`src/rtl/core/bounded_indexed_deque_defines.svh`:
```
// assertion macros for the bounded indexed deque
// used by the top level only, no other dependencies
`ifndef BOUNDED_INDEXED_DEQUE_DEFINES_SVH
`define BOUNDED_INDEXED_DEQUE_DEFINES_SVH

// same-cycle implication, disabled in reset
`define BID_ASSERT_NOW(label, clk, rst, ante, cons, msg) \
   label: assert property (@(posedge clk) disable iff (rst) (ante) |-> (cons)) \
      else $error(msg);

// next-cycle implication, disabled in reset
`define BID_ASSERT_NEXT(label, clk, rst, ante, cons, msg) \
   label: assert property (@(posedge clk) disable iff (rst) (ante) |=> (cons)) \
      else $error(msg);

`endif

```
`src/rtl/core/bid_pkg.sv`:
```
// types and constants shared by the bounded indexed deque
// no dependencies
package bid_pkg;

   localparam int DEF_CAPACITY    = 16;
   localparam int DEF_ENTRY_WIDTH = 32;
   localparam int OP_WIDTH        = 3;

   typedef enum logic [OP_WIDTH-1:0] {
      OP_INS_FRONT = 3'd0,
      OP_INS_BACK  = 3'd1,
      OP_INS_AT    = 3'd2,
      OP_REM_FRONT = 3'd3,
      OP_REM_BACK  = 3'd4
   } bid_op_type;

   typedef enum logic [2:0] {
      ST_IDLE,
      ST_READ,
      ST_WRITE,
      ST_PUT,
      ST_TAKE
   } bid_state_type;

   // memory port strobes
   typedef struct packed {
      logic wr_en;
      logic rd_en;
   } bid_mem_ctl_type;

endpackage

```
`src/rtl/core/bid_ram.sv`:
```
// single-port-per-direction entry memory with registered read data
// depends on bid_pkg
module bid_ram
   import bid_pkg::*;
#(
   parameter int DEPTH = DEF_CAPACITY,
   parameter int WIDTH = DEF_ENTRY_WIDTH,
   localparam int AW   = $clog2(DEPTH)
) (
   input  logic             clock,
   input  bid_mem_ctl_type  ctl,
   input  logic [AW-1:0]    wr_addr,
   input  logic [WIDTH-1:0] wr_data,
   input  logic [AW-1:0]    rd_addr,
   output logic [WIDTH-1:0] rd_data
);

   logic [WIDTH-1:0] mem_ff [DEPTH];
   logic [WIDTH-1:0] rd_data_ff;

   always_ff @(posedge clock) begin
      if (ctl.wr_en) begin
         mem_ff[wr_addr] <= wr_data;
      end
   end

   always_ff @(posedge clock) begin
      if (ctl.rd_en) begin
         rd_data_ff <= mem_ff[rd_addr];
      end
   end

   assign rd_data = rd_data_ff;

endmodule

```
`src/rtl/core/bounded_indexed_deque.sv`:
```
// bounded deque with indexed insert: an ordered list of up to CAPACITY entries,
// front at place 0. A request is taken when start is high and busy is low; its
// one result appears on the rsp_ ports for exactly one cycle, marked by
// rsp_strobe, in the first cycle with busy low after the request, and cannot be
// held off.
// Entries live in a memory with one read and one write per cycle, and a single
// index stepper moves one entry per read/write pair. An insert shifts later
// entries back, then writes the new one; a front remove shifts later entries
// forward; a back remove only reads; a refused request (full, bad position,
// empty, unknown op) keeps busy low. The result word is on the ports in the
// cycle right after the last busy cycle (right after the accepting edge for a
// refused request), and a new request may be taken in that same cycle.
// depends on bid_pkg, bid_ram and bounded_indexed_deque_defines.svh
`include "bounded_indexed_deque_defines.svh"

module bounded_indexed_deque
   import bid_pkg::*;
#(
   parameter int CAPACITY    = DEF_CAPACITY,
   parameter int ENTRY_WIDTH = DEF_ENTRY_WIDTH,
   localparam int CW         = $clog2(CAPACITY + 1),
   localparam int AW         = $clog2(CAPACITY)
) (
   input  logic                   clock,
   input  logic                   reset,
   input  logic                   start,
   output logic                   busy,
   input  logic [OP_WIDTH-1:0]    req_op,
   input  logic [CW-1:0]          req_position,
   input  logic [ENTRY_WIDTH-1:0] req_entry_value,
   output logic                   rsp_strobe,
   output logic                   rsp_ok,
   output logic [ENTRY_WIDTH-1:0] rsp_removed_value,
   output logic [CW-1:0]          rsp_entry_count
);

   localparam logic [CW-1:0] CAP_CNT = CW'(CAPACITY);
   localparam logic [CW-1:0] ONE_CNT = CW'(1);

   // control state
   bid_state_type    state_ff, state_in;
   logic [CW-1:0]    count_ff, count_in;
   logic             rsp_strobe_ff, rsp_strobe_in;

   // working registers
   logic [CW-1:0]    idx_ff, idx_in;      // write address of the current move
   logic [CW-1:0]    stop_ff, stop_in;    // last place the shift reaches
   logic             ins_ff, ins_in;      // shifting toward the back
   logic             front_ff, front_in;  // remove at the front
   logic [ENTRY_WIDTH-1:0] val_ff, val_in;
   logic [ENTRY_WIDTH-1:0] removed_ff, removed_in;

   // result word
   logic                   rsp_ok_ff, rsp_ok_in;
   logic [ENTRY_WIDTH-1:0] rsp_removed_ff, rsp_removed_in;
   logic [CW-1:0]          rsp_count_ff, rsp_count_in;

   // memory port
   bid_mem_ctl_type        mem_ctl;
   logic [AW-1:0]          mem_wr_addr;
   logic [ENTRY_WIDTH-1:0] mem_wr_data;
   logic [AW-1:0]          mem_rd_addr;
   logic [ENTRY_WIDTH-1:0] mem_rd_data;

   // shared index stepper: down for an insert shift, up for a front remove
   logic [CW-1:0]          idx_adj;

   assign idx_adj = ins_ff ? (idx_ff - ONE_CNT) : (idx_ff + ONE_CNT);

   bid_ram #(
      .DEPTH (CAPACITY),
      .WIDTH (ENTRY_WIDTH)
   ) u_ram (
      .clock   (clock),
      .ctl     (mem_ctl),
      .wr_addr (mem_wr_addr),
      .wr_data (mem_wr_data),
      .rd_addr (mem_rd_addr),
      .rd_data (mem_rd_data)
   );

   // sequencer: next state, datapath loads and memory strobes
   always_comb begin
      logic          do_ins;
      logic          do_rem;
      logic          rem_front;
      logic [CW-1:0] place;

      state_in       = state_ff;
      count_in       = count_ff;
      rsp_strobe_in  = 1'b0;
      idx_in         = idx_ff;
      stop_in        = stop_ff;
      ins_in         = ins_ff;
      front_in       = front_ff;
      val_in         = val_ff;
      removed_in     = removed_ff;
      rsp_ok_in      = rsp_ok_ff;
      rsp_removed_in = rsp_removed_ff;
      rsp_count_in   = rsp_count_ff;
      mem_ctl        = '0;
      mem_wr_addr    = idx_ff[AW-1:0];
      mem_wr_data    = mem_rd_data;
      mem_rd_addr    = idx_adj[AW-1:0];
      do_ins         = 1'b0;
      do_rem         = 1'b0;
      rem_front      = 1'b0;
      place          = '0;

      case (state_ff)
         ST_IDLE: begin
            if (start) begin
               val_in = req_entry_value;
               case (bid_op_type'(req_op))
                  OP_INS_FRONT: begin
                     do_ins = 1'b1;
                     place  = '0;
                  end
                  OP_INS_BACK: begin
                     do_ins = 1'b1;
                     place  = count_ff;
                  end
                  OP_INS_AT: begin
                     do_ins = 1'b1;
                     place  = req_position;
                  end
                  OP_REM_FRONT: begin
                     do_rem    = 1'b1;
                     rem_front = 1'b1;
                  end
                  OP_REM_BACK: begin
                     do_rem = 1'b1;
                  end
                  default: begin
                     do_ins = 1'b0;
                  end
               endcase

               // refused request answers at once with the count unchanged
               rsp_ok_in      = 1'b0;
               rsp_removed_in = '0;
               rsp_count_in   = count_ff;

               if (do_ins && count_ff != CAP_CNT && place <= count_ff) begin
                  idx_in   = count_ff;
                  stop_in  = place;
                  ins_in   = 1'b1;
                  state_in = (count_ff == place) ? ST_PUT : ST_READ;
               end else if (do_rem && count_ff != '0) begin
                  mem_ctl.rd_en = 1'b1;
                  mem_rd_addr   = rem_front ? '0 : AW'(count_ff - ONE_CNT);
                  idx_in        = '0;
                  stop_in       = count_ff - ONE_CNT;
                  ins_in        = 1'b0;
                  front_in      = rem_front;
                  state_in      = ST_TAKE;
               end else begin
                  rsp_strobe_in = 1'b1;
               end
            end
         end

         ST_READ: begin
            mem_ctl.rd_en = 1'b1;
            state_in      = ST_WRITE;
         end

         ST_WRITE: begin
            mem_ctl.wr_en = 1'b1;
            idx_in        = idx_adj;
            if (idx_adj == stop_ff) begin
               if (ins_ff) begin
                  state_in = ST_PUT;
               end else begin
                  // front remove: last entry moved down
                  count_in       = count_ff - ONE_CNT;
                  rsp_strobe_in  = 1'b1;
                  rsp_ok_in      = 1'b1;
                  rsp_removed_in = removed_ff;
                  rsp_count_in   = count_ff - ONE_CNT;
                  state_in       = ST_IDLE;
               end
            end else begin
               state_in = ST_READ;
            end
         end

         ST_PUT: begin
            mem_ctl.wr_en  = 1'b1;
            mem_wr_addr    = stop_ff[AW-1:0];
            mem_wr_data    = val_ff;
            count_in       = count_ff + ONE_CNT;
            rsp_strobe_in  = 1'b1;
            rsp_ok_in      = 1'b1;
            rsp_removed_in = '0;
            rsp_count_in   = count_ff + ONE_CNT;
            state_in       = ST_IDLE;
         end

         ST_TAKE: begin
            removed_in = mem_rd_data;
            if (front_ff && idx_ff != stop_ff) begin
               state_in = ST_READ;
            end else begin
               // back remove, or the only entry left
               count_in       = count_ff - ONE_CNT;
               rsp_strobe_in  = 1'b1;
               rsp_ok_in      = 1'b1;
               rsp_removed_in = mem_rd_data;
               rsp_count_in   = count_ff - ONE_CNT;
               state_in       = ST_IDLE;
            end
         end

         default: begin
            state_in = ST_IDLE;
         end
      endcase
   end

   // control registers
   always_ff @(posedge clock) begin
      if (reset) begin
         state_ff      <= ST_IDLE;
         count_ff      <= '0;
         rsp_strobe_ff <= 1'b0;
      end else begin
         state_ff      <= state_in;
         count_ff      <= count_in;
         rsp_strobe_ff <= rsp_strobe_in;
      end
   end

   // payload registers
   always_ff @(posedge clock) begin
      idx_ff         <= idx_in;
      stop_ff        <= stop_in;
      ins_ff         <= ins_in;
      front_ff       <= front_in;
      val_ff         <= val_in;
      removed_ff     <= removed_in;
      rsp_ok_ff      <= rsp_ok_in;
      rsp_removed_ff <= rsp_removed_in;
      rsp_count_ff   <= rsp_count_in;
   end

   assign busy              = (state_ff != ST_IDLE);
   assign rsp_strobe        = rsp_strobe_ff;
   assign rsp_ok            = rsp_ok_ff;
   assign rsp_removed_value = rsp_removed_ff;
   assign rsp_entry_count   = rsp_count_ff;

   // checks

   `BID_ASSERT_NOW(a_count_bound, clock, reset, 1'b1, count_ff <= CAP_CNT,
                   "count exceeds capacity")

   `BID_ASSERT_NOW(a_strobe_idle, clock, reset, rsp_strobe_ff, state_ff == ST_IDLE,
                   "result word while busy")

   `BID_ASSERT_NEXT(a_accept_progress, clock, reset, start && !busy,
                    rsp_strobe_ff || state_ff != ST_IDLE, "request dropped")

   `BID_ASSERT_NOW(a_fail_zero, clock, reset, rsp_strobe_ff && !rsp_ok_ff,
                   rsp_removed_ff == '0 && rsp_count_ff == count_ff,
                   "refused word not clean")

endmodule

```
`config.mk`:
```
export PLATFORM = sky130hd
export DESIGN_NAME = bounded_indexed_deque
export DESIGN_NICKNAME = d
export VERILOG_FILES = /design/src/rtl/core/bid_pkg.sv /design/src/rtl/core/bid_ram.sv /design/src/rtl/core/bounded_indexed_deque.sv
export VERILOG_INCLUDE_DIRS = /design/src /design/src/rtl/core
export SDC_FILE = /design/constraint.sdc
export NUM_CORES = 1
export LEC_CHECK = 0
export BUFFER_PORTS_ARGS = -buffer_cell sky130_fd_sc_hd__clkbuf_2
export CORE_UTILIZATION = 60
export CTS_CLUSTER_DIAMETER = 40
export DETAILED_ROUTE_END_ITERATION = 8
export PLACE_DENSITY = 0.77
export SLEW_MARGIN = 40
export SYNTH_ARGS = -nofsm -noshare
export SYNTH_HDL_FRONTEND = slang
export SYNTH_SLANG_ARGS = --single-unit
```
`constraint.sdc`:
```
create_clock -name clock -period 11.5 [get_ports clock]
set_input_delay 0 -clock clock [delete_from_list [all_inputs] [get_ports clock]]
set_output_delay 0 -clock clock [all_outputs]
set_load 0.01 [all_outputs]
```
==> metrics.cfg <==
[run_status]
outcome=complete, no violations

[sta]
relSlewSlack_pct=44.3
hold_viol=0
finalSetupTns_ps=0
setup_slack_ps=6910
min_period_ps=4590
setup-violations-final=0
finClkSkew_ps=26.3
fin_crit_sh_pct=39.9
maxSlewViolCount=0
fmax_mhz=218
rsz0062_at_grt=no
tightestPinTransition_ps=836

[pwr]
power_mw=6.13
combPwrFrac_pct=13.9
p_int_mw=4.56
ir_worst_vdd_uv=125
swShare_pct=25.6
p_seq_share_pct=45.9
power.leakage_nw=10.1
power_density_nw_per_um2=201
power_frac_clock_pct=40.2
p_switching_mw=1.57

[clock_tree]
cts_tree=done
postCtsResizedCells=0
post_cts_buffers=0
cts_buffers=81
cts_max_level=3
cts-root-buf=clkbuf_16
cts_max_path_buffers=3
cts_num_sinks=667
clk_latency_ps=610
clk_pin_slew_ps=50

[cells_and_area]
fin_nets=1589
syn_to_final_growth_pct=16.6
fin_area_sq_um=30400
drive_gt1_share_pct=26.1
num_antenna_cells=0
nFillCells=2532
final_core_util_pct=70.8

[die]
dieHeight_microns=211
die_area_sq_um=44400
die_w_microns=211
io_pins=83
std_cell_rows=76
core_area_sq_um=43000
start_util_pct=60.8

[synth]
synth_edf_count=658
synthTopCellsByArea=edfxtp_1, mux4_2, mux2_2
syn-num-nets=1424
ys_seq_area_share_pct=76.4
async_reset_ff_share_pct=0
synthFlopType=edfxtp_1
yosysTopAreaCell=edfxtp_1
synth.ff_latch_count=667
syn_inst=1369
avgSynthCellArea_sq_um=19.1
syn_area_sq_um=26100
ys_types=63
ys_warn_count=0
synth_top_area_share_pct=75.7

[routing]
dr.pass1.iters=5
wl_microns=58000
vias_per_cell=6.42
final_antenna_net_count=0
dr.first_iter.drc_count=1472
drc_errors=0
vias=14019
routedWlPerCell_microns=26.5

[setup_path]
path_cells=or4b_4, inv_4, o211ai_4, inv_2, mux2_4, buf_6, mux4_2, a22oi_1, nand3_1
max_stage_delay_ps=700
crit_fanout=79
critical_path_arrival_ps=4920
start_kind=flop
critPathRequiredTime_ps=11830
end_kind=flop
setup.worst_path.class=reg -> reg
cpMaxStageDelayCell=mux2_4

[min_path]
hold_path.class=in -> reg

[placement]
portBuffers=82
dp_hpwl_microns=29500
dpl_cell_area_sq_um=27400
place_worst_setup_slack_ps=6640
place.gp.congestion=0.875

[global_route]
grt.overflow.total=0
grt_pass1_wl_microns=85100
grt_pass1_vias=13867
grt_max_degree=80
antenna_found_initial=0
track_usage_pct=26.6

[job]
maxCapViolCount=0

-- worst max-delay path: cells and delay by family (launching register included) --
family,cells,cell delay [ps]
buffers and inverters,3,1320
muxes,2,1120
and+or+nand+nor,2,770
DFF,1,530
AOI/OAI and AO/OA,2,510
-- kinds of logic (layout without fill, tap and decap cells) --
group | after synthesis | after routing | synth area share (%)
buffers and inverters | 93 | 324 | 1.69
AO/OA/AOI/OAI | 204 | 204 | 5.88
XOR/XNOR | 20 | 20 | 0.724
flip-flops | 667 | 667 | 76.4
multiplexers | 165 | 165 | 11.1
AND/OR/NAND/NOR | 208 | 208 | 3.64
adder cells (fa/ha/maj) | 12 | 12 | 0.604
-- layout make-up --
class,instances,area [sq um],area share (%)
flip-flops and latches,667,19900,65.5
multi-input cells,609,5950,19.5
clock buffers,89,2100,6.90
repair buffers,157,1110,3.63
well taps,585,732,2.40
clock inverters,60,546,1.79
inverters,18,70.1,0.230
-- cell usage in the layout (no fill, tap or decap), types with 35 or more instances in the layout --
| cell type | Yosys | layout |
|---|---|---|
| a21oi_1 | 52 | 52 |
| a22oi_1 | 37 | 37 |
| clkbuf_16 | 0 | 83 |
| clkbuf_2 | 0 | 82 |
| dlygate4sd3_1 | 0 | 40 |
| edfxtp_1 | 658 | 658 |
| mux2_2 | 36 | 35 |
| mux4_2 | 96 | 96 |
| nand2_1 | 86 | 85 |
| nand3_1 | 40 | 40 |
-- power by group through the flow --
stage / combinational (mW) / clock [mW] / sequential, mW
after floorplan: 0.587 / 0 / 2.86
after global placement: 0.807 / 0 / 2.86
after detailed placement: 0.830 / 0 / 2.86
after CTS: 0.851 / 2.49 / 2.81
after global routing: 0.911 / 2.58 / 2.82
final: 0.850 / 2.47 / 2.81
-- synth_stat cells (all sizes together) (2+ instances only) --
master	n
buf	42
nand2	86
mux4	96
a22o	34
ha	11
o22ai	3
a221o	32
and3	3
nor2	39
xor2	4
nand3	40
o21ai	13
a21o	3
a311o	2
nand2b	2
a21oi	52
mux2	36
mux2i	33
a211oi	3
o32ai	2
dfxtp	9
a2bb2oi	2
edfxtp	658
nor4	4
or2	2
a22oi	38
or4b	2
a31oi	5
clkbuf	33
xnor2	15
or3	3
nor3	13
and2	2
o31ai	5
nor3b	5
nor2b	3
inv	17
-- path summary, 6_finish.rpt --
path                            to         startpoint  slack (ps)  cells past startpoint
hold reg to reg     removed_ff[25]  u_ram.rd_data[25]         470                      0
setup / recovery  u_ram.rd_data[9]        state_ff[0]        6910                      9
hold / removal            front_ff          req_op[1]          50                      2
setup reg to reg  u_ram.rd_data[9]        state_ff[0]        6910                      9
-- through the flow --
step                      cells  hold WS, ps
final                      2185         45.9
after global routing       2185         57.4
after floorplan            1369         98.9
after detailed placement   1996          179
after CTS                  2185         13.2
after global placement     1993          182
-- layer usage --
| metal | up-vias | part of all wire, % | track usage (%) |
|---|---|---|---|
| met5 | - | 0 | 0 |
| met4 | 0 | 2.8 | 10.1 |
| met3 | 129 | 8.5 | 4.30 |
| met2 | 771 | 49 | 42.9 |
| met1 | 7176 | 39 | 37.1 |
| li1 | 5943 | - | - |
-- what timing repair did --
item / CTS / global route
endpoints found under the hold margin: 46 / 0
setup endpoints to repair: 0 / 0
hold buffers: 40 / 0
-- registers in the layout (all words and copies together), names as in the netlist, 3 cells and up --
name and flops:
u_ram.rd_data 32, stop_ff 5, u_ram.mem_ff 512, rsp_entry_count 5, val_ff 32, removed_ff 32, state_ff 3, rsp_removed_value 32
count_ff 5, idx_ff 5
No activity file was read; power rests on OpenSTA's default activity.
